$ cat src/sv/plid_pkg.sv
// ----------------------------------------------------------------------------
// plid_pkg: shared types and codes for the positional list unit
// Request and response payloads, operation and status codes, cell command.
// ----------------------------------------------------------------------------
package plid_pkg;

    localparam int POS_W    = 5;
    localparam int IN_KEY_W = 32;
    localparam int FIDX_W   = 4;
    localparam int OCNT_W   = 5;

    localparam logic [1:0] OP_INSERT = 2'd0;
    localparam logic [1:0] OP_DELETE = 2'd1;
    localparam logic [1:0] OP_SEARCH = 2'd2;

    localparam logic [2:0] ST_OK       = 3'd0;
    localparam logic [2:0] ST_FULL     = 3'd1;
    localparam logic [2:0] ST_EMPTY    = 3'd2;
    localparam logic [2:0] ST_BADPOS   = 3'd3;
    localparam logic [2:0] ST_NOTFOUND = 3'd4;

    typedef struct packed {
        logic [1:0]          op;
        logic [POS_W-1:0]    position;
        logic [IN_KEY_W-1:0] key;
    } req_t;

    typedef struct packed {
        logic [2:0]        status;
        logic [FIDX_W-1:0] found_index;
        logic [OCNT_W-1:0] count;
    } rsp_t;

    // per-cycle command broadcast to every cell
    typedef struct packed {
        logic ins;        // shift up from position, load key at position
        logic del;        // shift down from position
        logic load_hit;   // capture key compare
        logic shift_hit;  // move hit flags one cell toward cell 0
    } cell_cmd_t;

endpackage

$ cat src/sv/plid_cell.sv
// ----------------------------------------------------------------------------
// plid_cell: one list slot
// Holds one key and a hit flag; shifts with its neighbors on insert/delete.
// ----------------------------------------------------------------------------
module plid_cell
    import plid_pkg::*;
#(
    parameter int KEY_WIDTH = 32,
    parameter int CMP_W     = 5,
    parameter int IDX       = 0
)
(
    input  logic                 clk,
    input  logic                 rst_n,
    input  cell_cmd_t            cmd,
    input  logic [CMP_W-1:0]     pos,
    input  logic [CMP_W-1:0]     cnt,
    input  logic [KEY_WIDTH-1:0] key,
    input  logic [KEY_WIDTH-1:0] left_entry,
    input  logic [KEY_WIDTH-1:0] right_entry,
    input  logic                 right_hit,
    output logic [KEY_WIDTH-1:0] entry,
    output logic                 hit
);

    localparam logic [CMP_W-1:0] MY_IDX = CMP_W'(IDX);

    logic [KEY_WIDTH-1:0] entry_reg, entry_next;
    logic                 hit_reg, hit_next;

    always_comb
    begin
        entry_next = entry_reg;
        if (cmd.ins)
        begin
            if (MY_IDX == pos)
                entry_next = key;
            else if (MY_IDX > pos)
                entry_next = left_entry;
        end
        else if (cmd.del && (MY_IDX >= pos))
        begin
            entry_next = right_entry;
        end
    end

    always_comb
    begin
        hit_next = hit_reg;
        if (cmd.load_hit)
            hit_next = (entry_reg == key) && (MY_IDX < cnt);
        else if (cmd.shift_hit)
            hit_next = right_hit;
    end

    // key storage: no reset, only slots below the count are ever read
    always_ff @(posedge clk)
    begin
        entry_reg <= entry_next;
    end

    always_ff @(posedge clk or negedge rst_n)
    begin
        if (!rst_n)
            hit_reg <= 1'b0;
        else
            hit_reg <= hit_next;
    end

    assign entry = entry_reg;
    assign hit   = hit_reg;

endmodule

$ cat src/sv/positional_list_insert_delete_search_unit.sv
// ----------------------------------------------------------------------------
// positional_list_insert_delete_search_unit: ordered key list
// Insert at position, delete at position, lowest-index search, on a row of
// cells that each hold one key.
// ----------------------------------------------------------------------------
//
//  channel | dir | handshake             | payload
//  --------+-----+-----------------------+---------------------------------
//  req     | in  | req_valid / req_ready | op, position, key       (req_t)
//  rsp     | out | rsp_valid / rsp_ready | status, found_index, count (rsp_t)
//
//  Insert, delete, unused op codes and a search of an empty list: the response
//  is loaded at the transfer edge and is valid in the next cycle.
//  Search compares all cells at the transfer edge, then walks the hit flags down
//  the row one slot a cycle up to the first hit, or to the last slot on a miss.
//  One request is in flight at a time; req_ready is low during a search walk
//  and while a response sits in the output register with rsp_ready low.
//  Reset clears the count, the hit flags and the control; keys are not reset.
//
module positional_list_insert_delete_search_unit
    import plid_pkg::*;
#(
    parameter int DEPTH     = 16,
    parameter int KEY_WIDTH = 32
)
(
    input  logic clk,
    input  logic rst_n,
    input  logic req_valid,
    output logic req_ready,
    input  req_t req,
    output logic rsp_valid,
    input  logic rsp_ready,
    output rsp_t rsp
);

    localparam int CNT_W = $clog2(DEPTH + 1);
    localparam int IDX_W = (DEPTH > 1) ? $clog2(DEPTH) : 1;
    localparam int CMP_W = (CNT_W > POS_W) ? CNT_W : POS_W;

    typedef enum logic [1:0] {
        S_IDLE = 2'b01,
        S_SCAN = 2'b10
    } state_t;

    state_t           state_reg, state_next;
    logic [CNT_W-1:0] count_reg, count_next;
    logic [IDX_W-1:0] scan_reg, scan_next;
    logic             rsp_valid_reg, rsp_valid_next;
    rsp_t             rsp_reg, rsp_next;

    logic                 accept;
    logic [CMP_W-1:0]     pos_ext, cnt_ext;
    logic [KEY_WIDTH-1:0] key_m;
    logic                 full, empty, ins_ok, del_ok, is_search;
    logic [2:0]           imm_status;
    logic [IDX_W-1:0]     last_idx;
    cell_cmd_t            cmd;

    logic [KEY_WIDTH-1:0] entry_w [DEPTH];
    logic                 hit_w   [DEPTH];

    assign accept    = req_valid && req_ready;
    assign pos_ext   = CMP_W'(req.position);
    assign cnt_ext   = CMP_W'(count_reg);
    assign key_m     = KEY_WIDTH'(req.key);
    assign full      = (cnt_ext == CMP_W'(DEPTH));
    assign empty     = (count_reg == '0);
    assign ins_ok    = (req.op == OP_INSERT) && !full && (pos_ext <= cnt_ext);
    assign del_ok    = (req.op == OP_DELETE) && !empty && (pos_ext < cnt_ext);
    assign is_search = (req.op == OP_SEARCH);
    assign last_idx  = IDX_W'(count_reg - CNT_W'(1));

    // status for everything settled at transfer time
    always_comb
    begin
        case (req.op)
            OP_INSERT: imm_status = full ? ST_FULL :
                                    (pos_ext > cnt_ext) ? ST_BADPOS : ST_OK;
            OP_DELETE: imm_status = empty ? ST_EMPTY :
                                    (pos_ext >= cnt_ext) ? ST_BADPOS : ST_OK;
            OP_SEARCH: imm_status = ST_NOTFOUND;  // only used on an empty list
            default:   imm_status = ST_OK;
        endcase
    end

    // one request at a time; wait for the output register to free up
    assign req_ready = (state_reg == S_IDLE) && (!rsp_valid_reg || rsp_ready);

    always_comb
    begin
        state_next     = state_reg;
        count_next     = count_reg;
        scan_next      = scan_reg;
        rsp_valid_next = rsp_valid_reg && !rsp_ready;
        rsp_next       = rsp_reg;
        cmd            = '0;

        case (state_reg)
            S_IDLE:
            begin
                if (accept)
                begin
                    cmd.ins      = ins_ok;
                    cmd.del      = del_ok;
                    cmd.load_hit = is_search;
                    if (ins_ok)
                        count_next = count_reg + CNT_W'(1);
                    else if (del_ok)
                        count_next = count_reg - CNT_W'(1);

                    if (is_search && !empty)
                    begin
                        state_next = S_SCAN;
                        scan_next  = '0;
                    end
                    else
                    begin
                        rsp_valid_next       = 1'b1;
                        rsp_next.status      = imm_status;
                        rsp_next.found_index = '0;
                        rsp_next.count       = OCNT_W'(count_next);
                    end
                end
            end

            S_SCAN:
            begin
                // cell 0 holds the hit flag of slot scan_reg
                if (hit_w[0])
                begin
                    state_next           = S_IDLE;
                    rsp_valid_next       = 1'b1;
                    rsp_next.status      = ST_OK;
                    rsp_next.found_index = FIDX_W'(scan_reg);
                    rsp_next.count       = OCNT_W'(count_reg);
                end
                else if (scan_reg == last_idx)
                begin
                    state_next           = S_IDLE;
                    rsp_valid_next       = 1'b1;
                    rsp_next.status      = ST_NOTFOUND;
                    rsp_next.found_index = '0;
                    rsp_next.count       = OCNT_W'(count_reg);
                end
                else
                begin
                    cmd.shift_hit = 1'b1;
                    scan_next     = scan_reg + IDX_W'(1);
                end
            end

            default:
            begin
                state_next = S_IDLE;
            end
        endcase
    end

    // cell row: slot i talks to slots i-1 and i+1
    for (genvar i = 0; i < DEPTH; i++)
    begin : g_cell
        logic [KEY_WIDTH-1:0] left_e, right_e;
        logic                 right_h;

        if (i == 0)
        begin : g_first
            assign left_e = key_m;
        end
        else
        begin : g_mid_l
            assign left_e = entry_w[i-1];
        end

        if (i == DEPTH - 1)
        begin : g_last
            assign right_e = key_m;
            assign right_h = 1'b0;
        end
        else
        begin : g_mid_r
            assign right_e = entry_w[i+1];
            assign right_h = hit_w[i+1];
        end

        plid_cell #(
            .KEY_WIDTH (KEY_WIDTH),
            .CMP_W     (CMP_W),
            .IDX       (i)
        ) u_cell (
            .clk         (clk),
            .rst_n       (rst_n),
            .cmd         (cmd),
            .pos         (pos_ext),
            .cnt         (cnt_ext),
            .key         (key_m),
            .left_entry  (left_e),
            .right_entry (right_e),
            .right_hit   (right_h),
            .entry       (entry_w[i]),
            .hit         (hit_w[i])
        );
    end

    always_ff @(posedge clk or negedge rst_n)
    begin
        if (!rst_n)
        begin
            state_reg     <= S_IDLE;
            count_reg     <= '0;
            scan_reg      <= '0;
            rsp_valid_reg <= 1'b0;
        end
        else
        begin
            state_reg     <= state_next;
            count_reg     <= count_next;
            scan_reg      <= scan_next;
            rsp_valid_reg <= rsp_valid_next;
        end
    end

    always_ff @(posedge clk)
    begin
        rsp_reg <= rsp_next;
    end

    assign rsp_valid = rsp_valid_reg;
    assign rsp       = rsp_reg;

endmodule
$ cat config.mk
export PLATFORM = sky130hd
export DESIGN_NAME = positional_list_insert_delete_search_unit
export DESIGN_NICKNAME = d
export VERILOG_FILES = /design/src/sv/plid_pkg.sv /design/src/sv/plid_cell.sv /design/src/sv/positional_list_insert_delete_search_unit.sv
export SDC_FILE = /design/constraint.sdc
export NUM_CORES = 2
export LEC_CHECK = 0
export BUFFER_PORTS_ARGS = -buffer_cell sky130_fd_sc_hd__buf_4
export CORE_ASPECT_RATIO = 0.6
export CORE_MARGIN = 4
export CORE_UTILIZATION = 45
export CTS_BUF_LIST = sky130_fd_sc_hd__clkbuf_4 sky130_fd_sc_hd__clkbuf_8 sky130_fd_sc_hd__clkbuf_16
export DETAILED_ROUTE_END_ITERATION = 8
export PLACE_DENSITY = 0.63
export SLEW_MARGIN = 20
export SYNTH_ARGS = -nofsm -noshare
export SYNTH_HDL_FRONTEND = slang
export SYNTH_SLANG_ARGS = --single-unit
$ cat constraint.sdc
create_clock -name clk -period 6.8 [get_ports clk]
set_input_delay 1.36 -clock clk [delete_from_list [all_inputs] [get_ports clk]]
set_output_delay 1.36 -clock clk [all_outputs]
set_load 0.005 [all_outputs]
# Word-level counts from Yosys, hierarchy flattened
# Cells that the tools add are included.
[totals]
regBits = 552
in_bits = 43
[op_classes]
addsub = 3
magnitude_cmp = 52
n_eq_ne = 59
mux = 128
reduce_logical = 86
[op_table]
columns = ["cell", "count"]
rows = [
  ["$mux W32", 64],
  ["$eq A32 B32 Y1", 16],
  ["$mux W12", 4],
  ["$ne A3 B1 Y1 const B", 16],
  ["$eq A4 B5 Y1 const A", 8],
  ["$ge A4 B5 Y1 const A", 8],
  ["$gt A4 B5 Y1 const A", 8],
  ["$logic_and A1 B1 Y1", 40],
  ["$lt A4 B5 Y1 const A", 8],
  ["$mux W1", 39],
  ["$reduce_bool A2 Y1", 18],
  ["$reduce_and A2 Y1", 17],
  ["$pmux W12 S2", 1],
  ["$eq A3 B5 Y1 const A", 4],
  ["$ge A3 B5 Y1 const A", 4],
  ["$gt A3 B5 Y1 const A", 4],
  ["$lt A3 B5 Y1 const A", 4],
  ["$mux W2", 8],
  ["$mux W4", 4],
  ["$eq A2 B5 Y1 const A", 2],
  ["$ge A1 B5 Y1 const A", 2],
  ["$ge A2 B5 Y1 const A", 2],
  ["$gt A1 B5 Y1 const A", 2],
  ["$gt A2 B5 Y1 const A", 2],
  ["30 further kinds", 43],
]

# Logic depth before layout (Yosys ltp)
[depth]
ltp_word = 9
mapped_depth = 13
ltp_nobuf = 8

# Hierarchy
# From an unflattened synthesis, not the netlist that was laid out.
[unflattened]
hier_cells = 3214
hier_area_um2 = 34817.1
[modules_own_cells]
columns = ["mod", "n_inst", "cells_each", "area_each_um2"]
rows = [
  ["plid_cell at g_cell[10].u_cell", 1, 192, 2123.3],
  ["plid_cell at g_cell[13].u_cell", 1, 191, 2107.0],
  ["plid_cell at g_cell[11].u_cell", 1, 190, 2103.3],
  ["plid_cell at g_cell[2].u_cell", 1, 195, 2085.8],
  ["plid_cell at g_cell[3].u_cell", 1, 190, 2083.2],
  ["plid_cell at g_cell[0].u_cell", 1, 190, 2078.2],
  ["plid_cell at g_cell[8].u_cell", 1, 192, 2073.2],
  ["plid_cell at g_cell[14].u_cell", 1, 191, 2072.0],
  ["plid_cell at g_cell[12].u_cell", 1, 192, 2070.7],
  ["plid_cell at g_cell[5].u_cell", 1, 190, 2070.7],
  ["plid_cell at g_cell[9].u_cell", 1, 191, 2068.2],
  ["plid_cell at g_cell[4].u_cell", 1, 193, 2067.0],
  ["plid_cell at g_cell[6].u_cell", 1, 192, 2067.0],
  ["plid_cell at g_cell[15].u_cell", 1, 189, 2055.7],
  ["+3 rows", "-", "-", "-"],
]

# Least setup slack after synthesis
# Ideal clock, no wire load.
[synth_timing]
kind = "input -> register"
start = "input port req[36] (netlist name)"
end = "register g_cell[12].u_cell.entry_reg[0], enable pin"
arrival_time_ps = 5713
setup_slack_ps = 586
cell_stages = 8
path_cell_list = "ha_1 -> and3_1 -> o21ai_1 -> a21oi_2 -> nand2b_1 -> a21o_1 -> buf_2 -> nor4_1"
[synth_via]
elab_chain_cells = 7
elab_cells_between_ends = 13
cone_classes = "4 x order compare; 2 x eq/ne; 2 x mux; 5 x reduce/logical"
[synth_lines]
columns = ["element", "line_no", "text"]
rows = [
  ["start, declared", "positional_list_insert_delete_search_unit.sv:31", "input req_t req,"],
  ["$lt A5 B5 Y1", "positional_list_insert_delete_search_unit.sv:70", "assign del_ok = (req.op == OP_DELETE) && !empty && (pos_ext < cnt_ext);"],
  ["$logic_and A1 B1 Y1", "positional_list_insert_delete_search_unit.sv:70", ""],
  ["$mux W3", "positional_list_insert_delete_search_unit.sv:102", "if (accept)"],
  ["$mux W3", "positional_list_insert_delete_search_unit.sv:99", "case (state_reg)"],
  ["$logic_and A1 B1 Y1", "plid_cell.sv:41", "else if (cmd.del && (MY_IDX >= pos))"],
  ["$reduce_bool A2 Y1 (no line)", "-", ""],
  ["$reduce_and A2 Y1 (no line) (*)", "-", ""],
  ["end signal, assigned", "plid_cell.sv:59", "entry_reg <= entry_next;"],
  ["end, declared", "plid_cell.sv:28", "logic [KEY_WIDTH-1:0] entry_reg, entry_next;"],
]
# Every way passes the cells marked *; elsewhere a longest branch is shown, timed or not.
# A chain may end at the register's enable or synchronous reset.

# Worst setup path in the final report
[layout_timing]
start = "register count_reg[4] (netlist: cnt_ext[4])"
end = "register g_cell[1].u_cell.entry_reg[21] (data pin)"
[layout_via]
elab_chain_cells = 7
elab_cells_between_ends = 8
cone_classes = "1 x order compare; 1 x eq/ne; 3 x mux; 3 x reduce/logical"
[layout_lines]
columns = ["element", "line_no", "text"]
rows = [
  ["start, declared", "positional_list_insert_delete_search_unit.sv:47", "logic [CNT_W-1:0] count_reg, count_next;"],
  ["start signal, assigned", "positional_list_insert_delete_search_unit.sv:217", "count_reg <= count_next;"],
  ["branches (longest 3 deep; another with $le A5 B5 Y1)", "-", ""],
  ["$logic_and A1 B1 Y1 (*)", "positional_list_insert_delete_search_unit.sv:69", "assign ins_ok = (req.op == OP_INSERT) && !full && (pos_ext <= cnt_ext);"],
  ["$mux W3 (*)", "positional_list_insert_delete_search_unit.sv:102", ""],
  ["$mux W3 (*)", "positional_list_insert_delete_search_unit.sv:99", ""],
  ["$mux W32 (*)", "plid_cell.sv:34", "if (cmd.ins)"],
  ["via g_cell[1].u_cell.entry_next[21]", "plid_cell.sv:28", ""],
  ["end signal, assigned", "plid_cell.sv:59", ""],
  ["end, declared", "plid_cell.sv:28", ""],
]
# Mark *: on every way through the listed nets, which the timed path passes.

==> impl_results.md <==
- Critical path class: reg2reg
- Post-layout instance area: 36890 um2
- Total of fill cells in the finished design: 6770
- Dominant cell type by area after synthesis: sky130_fd_sc_hd__edfxtp_1
- Post-synthesis register bit count: 552
- Total global routing track utilization: 0.2816
- Post-CTS clock slew at the launch and capture registers of the worst setup and hold paths: 0.07 ns
- CP required: 7.14 ns
- Area of the mapped netlist: 33960 um2
- CP peak stage delay: 0.81 ns
- Synth async-reset ratio: 0.05072
- Htree depth: 2
- Pre-antenna DRT Iters: 5
- Buffer cell driving the clock tree root: sky130_fd_sc_hd__clkbuf_16
- Final setup vio count: 0
- Vias in the first global route: 24680
- DRC violation count after routing: 0
- Via Count: 25830
- Worst-case vdd ir drop: 0.1871 mV
- Number of nets produced by synthesis: 3320
- Number of standard-cell rows in the floorplan: 77
- Worst setup skew after layout: 0.02417 ns
- Arrival time of data at the critical path endpoint: 5.01 ns
- Global-route wire length before repair: 167.1 mm
- Crit-path max FO: 236
- First DRT Iteration DRCs: 3731
- Number of synthesized flops with an enable pin: 524
- Setup TNS Final: 0 ns
- Total area of multi-input combinational cells: 16470 um2
- Half-perimeter wire length after placement: 82.73 mm
- Effective utilization at floorplan: 0.4577
- Placed cell area: 34850 um2
- Sequential fraction of the synthesis area: 0.4841
- Most used DFF post-synth: sky130_fd_sc_hd__edfxtp_1
- CP startpoint kind: flop
- Average vias per placed instance: 6.228
- Most instantiated library cell after synthesis: sky130_fd_sc_hd__nand2_1
- Overall overflow remaining after global route: 0
- Fmax: 214.0 MHz
- Post-CTS repair timing setup buffer count: 0
- Storage cell area: 16440 um2
- Total Wirelength: 114.9 mm
- Count of synthesis-stage warnings from yosys: 0
- GP Congestion: 0.9401
- Relative max-transition margin: 0.1403
- Max-cap check violation count: 0
- Final critical-path required period: 4.673 ns
- Final hold violation count: 0
- Fin worst setup slack: 2.127 ns
- PD cells: 243.3 nW/um2
- CP Capture Type: flop
- Cell with the largest stage delay on the worst path: sky130_fd_sc_hd__dfrtp_1
- Share of cells above drive strength 1: 0.08357
- Final Core Density: 0.4972
- Max FFs per register: 512
- Path type of the worst min-delay path: reg2reg
- Top post-synthesis cells by area: sky130_fd_sc_hd__edfxtp_1 (46%), sky130_fd_sc_hd__mux2i_1 (14%), sky130_fd_sc_hd__xnor2_1 (8.7%), sky130_fd_sc_hd__o21ai_0 (6.9%), sky130_fd_sc_hd__nand2_1 (6.3%)
- CTS Buffer Depth: 3
- Routed len/inst: 27.72 um
- Total Power Consumption: 0.008972 W
- Dpl ws: 1.807 ns
- Post-synthesis area per instance: 10.40 um2
- Die extent in y: 220.8 um
- Number of nets at the end of the flow: 3170
- Pin count of the biggest net entering global routing: 310
- Clock Latency Late Sink: 0.65 ns
- Cell count after synthesis: 3265
- Cell chain of the critical path: inv_1 -> ha_1 -> and3_1 -> and3_1 -> a21oi_2 -> or3_4 -> buf_12 -> buf_16 -> o21ai_0
- Post-CTS Resized: 0
- P_leak: 14.84 nW
- Share of the synthesized area in the top cell type: 0.4634
- Total I/O pin count: 57
- IO buf count: 56
- Result of the run: completed
- Final critical-path share of the clock period: 0.6872
- Antenna viol nets, final: 0
- Antenna violations before repair: 5
- Die footprint: 80060 um2
- Area grow syn2layout: 8.630%
- Synth unique cells: 55
- Number of clock sinks: 552
- Most frequent cell on the critical path: sky130_fd_sc_hd__and3_1
- Number of slew-limit violations in the final report: 0
- Number of buffers created by CTS: 55
- Core area: 74180 um2
- Actual transition at the worst max-transition pin: 1.278 ns
- CTS tree: yes
- RSZ-0062 raised after global routing: no
- Commonest cells post-synth: sky130_fd_sc_hd__nand2_1 (567), sky130_fd_sc_hd__edfxtp_1 (524), sky130_fd_sc_hd__o21ai_0 (469), sky130_fd_sc_hd__mux2i_1 (459), sky130_fd_sc_hd__xnor2_1 (339)
- Floorplan die width: 362.6 um
- Hold_buf cts: 0
==> cells by family after synthesis <==
kind of cell | share of synthesized area
simple gates | 0.1085
flops | 0.4841
compound gates | 0.08346
xor+xnor | 0.1358
mux | 0.1459
buf+inv | 0.03781
fa+ha+maj | 0.004422
==> worst max-delay path: cells and delay by family (launching register included) <==
family / cells / cell delay [ns]
buffers and inverters: 3 / 1.19
AND/OR/NAND/NOR: 3 / 1.16
flip-flops: 1 / 0.81
AO/OA/AOI/OAI: 2 / 0.55
adder cells (fa/ha/maj): 1 / 0.38
==> through the flow <==
step                hold WS, ns  instances
floorplan                0.4686       3265
finish                   0.5293       4147
detailed placement       0.5083       4036
global route             0.5704       4147
CTS                      0.5229       4137
global placement         0.4991       4035
==> where the power goes <==
part	internal (W)	leakage, nW	total (W)	switching (W)
registers	0.00397	5.09	0.00417	0.000201
clock network	0.00177	0.913	0.00317	0.00140
logic	0.000537	8.84	0.00163	0.00109
==> layout make-up <==
cell class                      count  area share
Multi-Input combinational cell   2400      0.4466
Sequential cell                   552      0.4456
Clock inverter                     28    0.006174
Tap cell                          987     0.03348
Antenna cell                        1  0.00006784
Clock buffer                       73     0.04261
Timing Repair Buffer               95     0.02429
Inverter                           11    0.001119
==> metal layers <==
metal,global-route usage,wire [um]
met1,0.4346,51920
met5,0,41
met3,0.1703,21870
met2,0.3278,39910
met4,0.03872,1203
==> path summary, 6_finish.rpt <==
check                                           start                         end  slack [ns]  cells past startpoint
worst max-delay path                       cnt_ext[4]  g_cell[1].u_cell.entry[21]        2.13                      9
worst min-delay path            g_cell[15].u_cell.hit       g_cell[15].u_cell.hit        0.53                      2
worst max register to register             cnt_ext[4]  g_cell[1].u_cell.entry[21]        2.13                      9
worst min register to register  g_cell[15].u_cell.hit       g_cell[15].u_cell.hit        0.53                      2
max in group asynchronous                       rst_n                state_reg[0]        5.81                      1
min in group asynchronous                       rst_n       g_cell[12].u_cell.hit        0.64                      1
==> cell usage in the layout, fill, tap and decap left out, types with 4 or more instances in the layout <==
| cell type | Yosys | routed |
|---|---|---|
| sky130_fd_sc_hd__clkinv_2 | 0 | 14 |
| sky130_fd_sc_hd__or2_2 | 5 | 5 |
| sky130_fd_sc_hd__nand4_1 | 94 | 94 |
| sky130_fd_sc_hd__inv_1 | 11 | 11 |
| sky130_fd_sc_hd__dfrtp_1 | 27 | 27 |
| sky130_fd_sc_hd__bufinv_16 | 0 | 4 |
| sky130_fd_sc_hd__nand3_2 | 0 | 4 |
| sky130_fd_sc_hd__nand3_1 | 23 | 19 |
| sky130_fd_sc_hd__nor4_1 | 59 | 54 |
| sky130_fd_sc_hd__nand2b_1 | 6 | 6 |
| sky130_fd_sc_hd__and3_1 | 12 | 8 |
| sky130_fd_sc_hd__nor2_4 | 0 | 4 |
| sky130_fd_sc_hd__nor4_2 | 0 | 5 |
| sky130_fd_sc_hd__clkinv_1 | 0 | 10 |
| sky130_fd_sc_hd__nand2_1 | 567 | 561 |
| sky130_fd_sc_hd__ha_1 | 12 | 12 |
| sky130_fd_sc_hd__o22ai_1 | 4 | 4 |
| sky130_fd_sc_hd__xnor2_1 | 339 | 339 |
| sky130_fd_sc_hd__nor2b_1 | 9 | 9 |
| sky130_fd_sc_hd__clkbuf_8 | 0 | 4 |
| sky130_fd_sc_hd__mux2i_1 | 459 | 459 |
| sky130_fd_sc_hd__xor2_1 | 185 | 185 |
| sky130_fd_sc_hd__nor2_1 | 25 | 19 |
| sky130_fd_sc_hd__a21oi_1 | 22 | 18 |
| sky130_fd_sc_hd__buf_4 | 5 | 83 |
| sky130_fd_sc_hd__clkbuf_4 | 0 | 13 |
| sky130_fd_sc_hd__a31oi_1 | 7 | 7 |
| sky130_fd_sc_hd__a41oi_1 | 6 | 6 |
| sky130_fd_sc_hd__edfxtp_1 | 524 | 524 |
| sky130_fd_sc_hd__nor3_1 | 24 | 22 |
| sky130_fd_sc_hd__a21oi_4 | 1 | 5 |
| sky130_fd_sc_hd__clkbuf_16 | 0 | 57 |
| sky130_fd_sc_hd__a21o_1 | 4 | 4 |
| sky130_fd_sc_hd__buf_12 | 0 | 5 |
| sky130_fd_sc_hd__buf_16 | 0 | 6 |
| sky130_fd_sc_hd__o21ai_0 | 469 | 469 |
| sky130_fd_sc_hd__mux2_2 | 30 | 30 |
Note: power is estimated with default switching activity, not from simulation.
